### src/hdl/strmin_queue.sv
// Short register FIFO between the command front end and the executor.
`timescale 1ns / 1ps
`default_nettype none

module strmin_queue #(
  parameter int WIDTH = 64,
  parameter int DEPTH = 2
) (
  input  wire logic             clk,
  input  wire logic             rst,
  input  wire logic             push,
  input  wire logic [WIDTH-1:0] push_data,
  input  wire logic             pop,
  output logic      [WIDTH-1:0] pop_data,
  output logic                  full,
  output logic                  empty
);

  localparam int PW = (DEPTH > 1) ? $clog2(DEPTH) : 1;
  localparam int NW = $clog2(DEPTH + 1);

  logic [WIDTH-1:0] slots [DEPTH];
  logic [PW-1:0]    wr_ptr;
  logic [PW-1:0]    rd_ptr;
  logic [NW-1:0]    count;

  assign full     = (count == NW'(DEPTH));
  assign empty    = (count == '0);
  assign pop_data = slots[rd_ptr];

  always_ff @(posedge clk) begin
    if (push) begin
      slots[wr_ptr] <= push_data;
    end
  end

  always_ff @(posedge clk) begin
    if (rst) begin
      wr_ptr <= '0;
      rd_ptr <= '0;
      count  <= '0;
    end else begin
      if (push) begin
        wr_ptr <= (wr_ptr == PW'(DEPTH - 1)) ? '0 : wr_ptr + PW'(1);
      end
      if (pop) begin
        rd_ptr <= (rd_ptr == PW'(DEPTH - 1)) ? '0 : rd_ptr + PW'(1);
      end
      case ({push, pop})
        2'b10:   count <= count + NW'(1);
        2'b01:   count <= count - NW'(1);
        default: count <= count;
      endcase
    end
  end

endmodule

`default_nettype wire

### config.mk
export PLATFORM = sky130hd
export DESIGN_NAME = strmin_queue
export DESIGN_NICKNAME = d
export VERILOG_FILES = /design/src/hdl/strmin_queue.sv
export SDC_FILE = /design/constraint.sdc
export NUM_CORES = 1
export LEC_CHECK = 0
export ABC_AREA = 1
export BUFFER_PORTS_ARGS = -buffer_cell sky130_fd_sc_hd__buf_2
export CORE_UTILIZATION = 45
export CTS_BUF_LIST = sky130_fd_sc_hd__clkbuf_4
export DETAILED_ROUTE_END_ITERATION = 8
export PLACE_DENSITY_LB_ADDON = 0.2
export SLEW_MARGIN = 25
export SYNTH_ARGS = -nofsm -noshare
export SYNTH_HDL_FRONTEND = slang
export SYNTH_SLANG_ARGS = --single-unit
export TNS_END_PERCENT = 5
### constraint.sdc
create_clock -name clk -period 6 [get_ports clk]
set_clock_uncertainty 0.1 [all_clocks]
set_input_delay 0.3 -clock clk [delete_from_list [all_inputs] [get_ports clk]]
set_output_delay 0.3 -clock clk [all_outputs]
set_load 0.01 [all_outputs]
==> load_flow_metrics.sql <==
INSERT INTO impl_metrics (metric_group, metric, value, unit) VALUES
('status', 'outcome', 'complete, no violations', ''),
('floorplan', 'floorplan.die.width', '109', 'µm'),
('power', 'power', '2.00', 'mW'),
('cells_and_area', 'ratio_of_cells_with_drive_above_1_in_the_final_layout', '0.505', ''),
('cells_and_area', 'area_occupied_by_multi_input_gates', '1050', 'µm²'),
('sta', 'hold-worst-slack', '0.415', 'ns'),
('cells_and_area', 'layout.area.seq', '3950', 'µm²'),
('sta', 'slew_viol_final', '0', ''),
('route', 'drt-wirelength-per-cell', '15.0', 'µm'),
('clock_network', 'ctsRootBufferMaster', 'sky130_fd_sc_hd__clkbuf_4', ''),
('cells_and_area', 'antenna_cells_inserted', '0', ''),
('synth', 'area_share_of_the_leading_cell_type_in_the_synthesized_netlist', '0.747', ''),
('global_routing', 'grt_remaining_overflow', '0', ''),
('sta', 'worstMarginPinSlew', '0.948', 'ns'),
('clock_network', 'cts_tree', 'done', ''),
('sta', 'rsz0062_at_grt', 'no', ''),
('sta', 'fin_crit_sh', '0.464', ''),
('sta', 'timing.final.setup_violations', '0', ''),
('cells_and_area', 'nNetsFinal', '517', ''),
('global_routing', 'grt_first_pass_wirelength', '13600', 'µm'),
('place', 'placedCellCount', '501', ''),
('worst_setup_path', 'worstSetupPathType', 'flop to primary output', ''),
('power', 'ir_drop', '174', 'µV'),
('route', 'detailed_routing_iterations_pass_1', '4', ''),
('global_routing', 'initial_antenna_violation_count', '0', ''),
('worst_setup_path', 'critical_path.endpoint_type', 'primary output', ''),
('synth', 'ys_seq_area_frac', '0.766', ''),
('worst_setup_path', 'path_buf_inv', '2', ''),
('worst_setup_path', 'reg2reg_to', 'slots[0][53]', ''),
('job', 'drv_cap', '0', ''),
('floorplan', 'start_util', '0.469', ''),
('place', 'pre_cts_slack', '3.72', 'ns'),
('synth', 'yosysWarningCount', '0', ''),
('synth', 'postSynthRegisterBits', '133', ''),
('global_routing', 'pin_count_of_the_biggest_net_entering_global_routing', '52', ''),
('synth', 'synthesis.area', '5150', 'µm²'),
('synth', 'syn-instance-count', '232', ''),
('route', 'drc', '0', ''),
('worst_setup_path', 'critical_path_arrival', '2.39', 'ns'),
('sta', 'finalHoldViolations', '0', ''),
('sta', 'final.setup.tns', '0', 'ns'),
('worst_setup_path', 'crit_path_max_incr_delay', '0.75', 'ns'),
('worst_setup_path', 'critical-path-slowest-cell', 'sky130_fd_sc_hd__buf_4', ''),
('worst_hold_path', 'min-delay-start', 'push_data[18]', ''),
('cells_and_area', 'final_cell_count_no_fill', '601', ''),
('clock_network', 'clk_pin_slew_worst_paths', '0.12', 'ns'),
('worst_setup_path', 'regToRegStartpoint', 'wr_ptr', ''),
('cells_and_area', 'final_cell_area', '6890', 'µm²'),
('cells_and_area', 'filler_cells_inserted', '830', ''),
('sta', 'min_setup_slack_post_route', '3.21', 'ns'),
('worst_setup_path', 'crit_path_cell_trace', 'buf_4, mux2_2, buf_2', ''),
('synth', 'synthesis.nets', '301', ''),
('clock_network', 'cts.sinks', '133', ''),
('sta', 'slew_headroom', '0.368', ''),
('global_routing', 'grtUsageTotal', '0.159', ''),
('global_routing', 'vias_in_the_first_global_route', '2933', ''),
('floorplan', 'num_io_pins', '134', ''),
('clock_network', 'clkLatencyLatePin', '0.50', 'ns'),
('synth', 'synth_cell_type_count', '15', ''),
('floorplan', 'chipHeight', '109', 'µm'),
('route', 'postRouteWirelength', '9030', 'µm'),
('cells_and_area', 'layout-area-overhead-vs-synth', '33.9', '%'),
('route', 'via_per_inst', '4.56', ''),
('place', 'buffer_ports.inserted', '133', ''),
('synth', 'post_synth.cell_area_avg', '22.2', 'µm²'),
('cells_and_area', 'mostFrequentLayoutCell', 'sky130_fd_sc_hd__buf_2', ''),
('power', 'leakagePower', '2.77', 'nW'),
('route', 'first_iter_violations', '123', ''),
('floorplan', 'total_die_area', '11900', 'µm²'),
('synth', 'yosysTopAreaCell', 'sky130_fd_sc_hd__edfxtp_1', ''),
('worst_setup_path', 'r2r_setup_slack', '3.92', 'ns');
==> registers in the layout, summed over array words and instances (netlist names), named ones only <==
register  flops
rd_ptr        1
count         2
wr_ptr        1
slots       128
==> layout make-up <==
type / count / area share
Timing Repair Buffer: 204 / 0.199
Tap cell: 140 / 0.0254
Clock buffer: 18 / 0.0196
Clock inverter: 14 / 0.0269
Inverter: 7 / 0.00381
Multi-Input combinational cell: 85 / 0.153
Sequential cell: 133 / 0.573
==> repair_timing <==
action	CTS	global route
endpoints found under the hold margin	133	0
setup endpoints to repair	0	0
buffers inserted	0	0
hold buffers	68	0
==> kinds of logic after synthesis <==
family	synth area share
DFF	0.766
xor gates and xnor gates	0.00170
and+or+nand+nor	0.0131
adders and majority gates	0.00243
buffers and inverters	0.0306
muxes	0.184
AOI/OAI and AO/OA	0.00194
==> cells in the mapped netlist <==
cell type / number
sky130_fd_sc_hd__buf_6: 1
sky130_fd_sc_hd__a21oi_1: 1
sky130_fd_sc_hd__buf_12: 6
sky130_fd_sc_hd__edfxtp_1: 128
sky130_fd_sc_hd__nor2_1: 10
sky130_fd_sc_hd__mux2_2: 4
sky130_fd_sc_hd__dfxtp_1: 5
sky130_fd_sc_hd__nor3_1: 1
sky130_fd_sc_hd__o21ai_0: 1
sky130_fd_sc_hd__inv_1: 7
sky130_fd_sc_hd__xnor2_1: 1
sky130_fd_sc_hd__mux2_4: 60
sky130_fd_sc_hd__nand2_1: 5
sky130_fd_sc_hd__ha_1: 1
sky130_fd_sc_hd__nand4_1: 1
==> report_power, final <==
part	internal, mW	switching (mW)	total, mW
Clock	0.332	0.313	0.645
Combinational	0.152	0.116	0.268
Sequential	1.07	0.0184	1.09
Total	1.56	0.448	2.00
==> how the worst max path moves through the flow <==
stage | to | cells after the start
after CTS | pop_data[53] | 3
after global routing | pop_data[53] | 3
after detailed placement | pop_data[51] | 3
after floorplan | slots[0][0] | 2
final | pop_data[53] | 3
after global placement | pop_data[53] | 3
==> layer usage <==
metal | global-route usage | wire, µm | vias up
li1 | - | - | 1328
met1 | 0.172 | 3630 | 1317
met2 | 0.283 | 4850 | 84
met3 | 0.0514 | 456 | 9
met4 | 0.0647 | 97 | 0
met5 | 0 | 0 | -
==> worst register-to-register path, stage by stage (launching register included) <==
cell and delay, ns:
sky130_fd_sc_hd__dfxtp_1 0.37, sky130_fd_sc_hd__nor2_4 0.64, sky130_fd_sc_hd__buf_4 0.59
Power figures use the tool's default switching activity.
