$ cat src/hdl/strmin_pkg.sv
// Shared command codes for the sparse-table range-minimum engine.
`timescale 1ns / 1ps
`default_nettype none

package strmin_pkg;

  // Command class decided by the front end, carried through the queue.
  typedef logic [1:0] op_t;

  localparam op_t OP_APPEND = 2'd0;
  localparam op_t OP_QUERY  = 2'd1;
  localparam op_t OP_ERROR  = 2'd2;

endpackage

`default_nettype wire

$ cat src/hdl/strmin_front.sv
// Front end: tracks the loaded count, checks queries and picks the table level.
`timescale 1ns / 1ps
`default_nettype none

module strmin_front #(
  parameter int MAX_LENGTH = 1024,
  parameter int LEVELS     = 11
) (
  input  wire logic                              clk,
  input  wire logic                              rst,
  input  wire logic                              accept,
  input  wire logic                              kind,
  input  wire logic                              first,
  input  wire logic [$clog2(MAX_LENGTH+1)-1:0]   left,
  input  wire logic [$clog2(MAX_LENGTH+1)-1:0]   right,
  output logic                                   push,
  output strmin_pkg::op_t                        op,
  output logic      [$clog2(LEVELS)-1:0]         level,
  output logic      [$clog2(MAX_LENGTH)-1:0]     addr
);

  localparam int IW    = $clog2(MAX_LENGTH + 1);
  localparam int AW    = $clog2(MAX_LENGTH);
  localparam int LVL_W = $clog2(LEVELS);

  logic [IW-1:0] cnt;
  logic [IW-1:0] cnt_next;
  logic [IW-1:0] base;
  logic          full_arr;
  logic          bad_range;
  logic [IW-1:0] diff;

  assign base      = first ? '0 : cnt;
  assign full_arr  = (base >= IW'(MAX_LENGTH));
  assign bad_range = (left >= right) || (right > cnt);
  assign diff      = right - left;

  // floor(log2(diff)), clamped to the top level
  always_comb begin
    int unsigned lv;
    lv = 0;
    for (int i = 0; i < IW; i++) begin
      if (diff[i]) begin
        lv = i;
      end
    end
    if (lv > LEVELS - 1) begin
      lv = LEVELS - 1;
    end
    level = LVL_W'(lv);
  end

  always_comb begin
    cnt_next = cnt;
    push     = 1'b0;
    op       = strmin_pkg::OP_APPEND;
    addr     = base[AW-1:0];
    if (accept) begin
      if (kind) begin
        push = 1'b1;
        op   = bad_range ? strmin_pkg::OP_ERROR : strmin_pkg::OP_QUERY;
        addr = left[AW-1:0];
      end else begin
        // append into a full array is dropped; first still restarts
        cnt_next = full_arr ? base : base + IW'(1);
        push     = !full_arr;
      end
    end
  end

  always_ff @(posedge clk) begin
    if (rst) begin
      cnt <= '0;
    end else begin
      cnt <= cnt_next;
    end
  end

endmodule

`default_nettype wire

$ cat config.mk
export PLATFORM = sky130hd
export DESIGN_NAME = strmin_front
export DESIGN_NICKNAME = d
export VERILOG_FILES = /design/src/hdl/strmin_pkg.sv /design/src/hdl/strmin_front.sv
export SDC_FILE = /design/constraint.sdc
export NUM_CORES = 1
export LEC_CHECK = 0
export BUFFER_PORTS_ARGS = -buffer_cell sky130_fd_sc_hd__buf_4
export CORE_MARGIN = 3
export CORE_UTILIZATION = 48
export DETAILED_ROUTE_END_ITERATION = 8
export PLACE_DENSITY = 0.84
export SYNTH_ARGS = -nofsm -noshare
export SYNTH_HDL_FRONTEND = slang
export SYNTH_SLANG_ARGS = --single-unit
$ cat constraint.sdc
create_clock -name clk -period 2.93 [get_ports clk]
set_input_delay 0.293 -clock clk [delete_from_list [all_inputs] [get_ports clk]]
set_output_delay 0.293 -clock clk [all_outputs]
set_load 0.02 [all_outputs]
==> impl_metrics.csv <==
group,metric,value,unit
logic_synthesis,synthArstFlopShare,0,%
status,status,"complete, no violations",
logic_synthesis,synthAdderAreaFrac,17.4,%
detailed_routing,first_iter_violations,164,
power_and_ir_drop,power_density,298,mW/mm^2
sta,fmax,0.353,GHz
global_routing,grt_antenna_before_repair,0,
sta,setup_violations,0,
floorplanning,die_w,67.9,um
layout,n_antenna_cell,0,
logic_synthesis,synth_area_leaders,"ha_1 16%, dfxtp_1 12%, nor2_1 5.9%, inv_1 5.1%, nand2_1 4.9%",
sta,relSlewSlack,55.5,%
critical_path,endpoint_kind,"output port",
logic_synthesis,avgSynthCellArea,7.01,sq um
layout,fillerInstances,344,
critical_path,path_common_cell,"buf_4",
logic_synthesis,synth_fp_nets,314,
layout,final_common_cell,"buf_4",
clocking,clockRootBuffer,"clkbuf_8",
logic_synthesis,yosysTopAreaCellShare,16.3,%
critical_path,critPathMaxFanout,3,
logic_synthesis,synth_edf_count,0,
detailed_routing,drc,0,
critical_path,critical-path-slowest-cell,"or4_4",
sta,setup_ws,100,ps
global_routing,grtUsageMet3,2.30,%
logic_synthesis,synth-compound-area-share,27.4,%
layout,largest_register_ffs,11,
detailed_routing,wire_per_inst,13.8,um
power_and_ir_drop,p_leak,1.01,nW
sta,hold_viol,0,
sta,min_period,2830,ps
place,dpl_worst_slack,-84.6,ps
critical_path,path_class,"in2out",
clocking,path_clk_slew,50,ps
sta,rsz0062_at_grt,"false",
detailed_routing,vias,2006,
logic_synthesis,ys_ff_latch,11,
global_routing,grt_max_degree,23,
floorplanning,die-area,0.00460,sq mm
detailed_routing,vias_per_cell,5.72,
min_path,hold_path.class,"in2reg",
floorplanning,die_h,67.9,um
critical_path,cp_data_arrival_time,2540,ps
clocking,cts_made_buffers,3,
layout,nNetsFinal,358,
critical_path,start_kind,"input pin",
layout,largestRegisters,"cnt: 11 flops",
sta,tightest_slew,668,ps
global_routing,grt_pass1_wl,7690,um
clocking,cts_tree,"built",
critical_path,critPathMaxStageDelay,500,ps
logic_synthesis,syn_inst,262,
logic_synthesis,synthMuxAreaShare,1.23,%
flow_run,drv_cap,0,
critical_path,path_cells,"buf_4 -> ha_2 -> inv_2 -> fa_2 -> a211oi_4 -> buf_4 -> or4b_1 -> or4_4 -> nand3_4 -> a211oi_2 -> o21bai_1 -> buf_4",
global_routing,grt_remaining_overflow,0,
sta,drv_slew,0,
sta,fin_tns_setup,0,ps
clocking,h-tree-depth,1,
clocking,clockBufferDepth,2,
logic_synthesis,synth_flop_cell,"dfxtp_1",
floorplanning,rows,21,
detailed_routing,drt_wl_total,4850,um
global_routing,grt_usage,21.6,%
clocking,clk-insertion-delay-late,240,ps
sta,fin_worst_skew,5.09,ps
logic_synthesis,synth_top_family_by_area,"compound AO/OA/AOI/OAI gates",
critical_path,critical_path_required,2640,ps
logic_synthesis,seq_area_frac_synth,12.0,%
place,place.gp.congestion,0.890,
sta,fin_crit_sh,96.6,%
detailed_routing,final_antenna_net_count,0,
detailed_routing,dr.pass1.iters,4,
floorplanning,core-area,0.00352,sq mm
global_routing,use_met1,26.5,%
layout,largest-register,"cnt",
global_routing,grt_pass1_vias,1764,
logic_synthesis,synth-simple-area-share,27.3,%
logic_synthesis,netlist_area,0.00184,sq mm
power_and_ir_drop,vdd_drop_max,0.265,mV
layout,mostFrequentLayoutCells,"53 x buf_4, 29 x nor2_1, 24 x inv_1, 24 x nand2_1, 23 x ha_1",
floorplanning,top_level_ports,44,
logic_synthesis,yosys.area.top_type,"ha_1",
floorplanning,start_util,52.2,%
global_routing,grtUsageMet2,38.0,%
layout,drive_gt1_share,23.6,%
place,port_buffers,43,
global_routing,top_usage_layer,"met2",
layout,syn_to_final_growth,25.9,%
clocking,cts_hold_buffers,0,
logic_synthesis,yosys.area_share.xor_xnor,6.20,%
clocking,cts_sinks,11,
logic_synthesis,ys_warn_count,0,
logic_synthesis,synth_cell_type_count,49,
place,hpwl,3870,um
[path summary, 6_finish.rpt]
kind	end	slack, ps	startpoint	depth (start not counted)
setup / recovery	level[1]	100	left[0]	12
hold / removal	cnt[4]	310	rst	2
setup reg to reg	cnt[10]	1010	cnt[1]	8
hold reg to reg	cnt[4]	510	cnt[4]	2
[area by class of cell]
class	instances	area [sq um]	area share, %
multi-input cells	212	1500	64.8
flip-flops and latches	11	220	9.52
inverters	25	93.8	4.06
well taps	46	57.6	2.49
clock buffers	4	45.0	1.95
repair buffers	53	398	17.2
[power breakdown]
part	switching [mW]	internal (mW)	total (mW)
registers	0.00139	0.152	0.153
clock network	0.0589	0.0957	0.155
logic	0.205	0.175	0.381
total	0.266	0.423	0.689
[cell usage after synthesis (2+ instances only)]
library cell / instances
a211o_1: 2
a211oi_1: 4
a21o_1: 5
a21oi_1: 16
a22oi_1: 5
a31oi_1: 2
and2_1: 4
clkbuf_1: 11
dfxtp_1: 11
ha_1: 24
inv_1: 25
mux2_2: 2
nand2_1: 24
nand2b_1: 6
nand3_1: 8
nand4_1: 4
nand4b_1: 2
nor2_1: 29
nor2b_1: 6
nor3_1: 4
nor4_1: 3
o2111ai_1: 2
o211ai_1: 3
o21a_1: 4
o21ai_0: 15
o31ai_1: 7
xnor2_1: 6
xor2_1: 7
[stage by stage]
step	utilization, %	cells	power, mW	hold WS [ps]	instance area [sq um]
5_1_grt	65.7	351	0.736	322	2310
3_3_place_gp	62.9	344	0.507	486	2210
6_report	65.7	351	0.689	310	2310
3_5_place_dp	62.9	344	0.516	500	2210
4_1_cts	64.4	349	0.673	306	2270
2_1_floorplan	-	262	0.401	366	1840
[critical path: cells and delay by family]
| family | cells | cell delay, ps |
|---|---|---|
| AO/OA/AOI/OAI | 3 | 310 |
| adder cells (fa/ha/maj) | 2 | 410 |
| buffers and inverters | 4 | 490 |
| AND/OR/NAND/NOR | 3 | 1040 |
[logic make-up after synthesis]
group / count (synthesis)
buf+inv: 39
flops: 11
fa+ha+maj: 25
compound gates: 72
simple gates: 100
mux: 2
xor+xnor: 13
[metal layers]
metal,vias to the layer above,share of wire [%]
met3,9,4.8
met1,931,42
met4,0,2.0
li1,1016,-
met2,50,51
met5,-,0
[timing repair]
| action | in CTS | in global routing |
|---|---|---|
| endpoints found under the setup margin | 4 | 4 |
| pin swaps | 1 | 8 |
| gates resized for setup | 0 | 8 |
| buffers inserted | 1 | 2 |
Note: power is estimated with default switching activity, not from simulation.
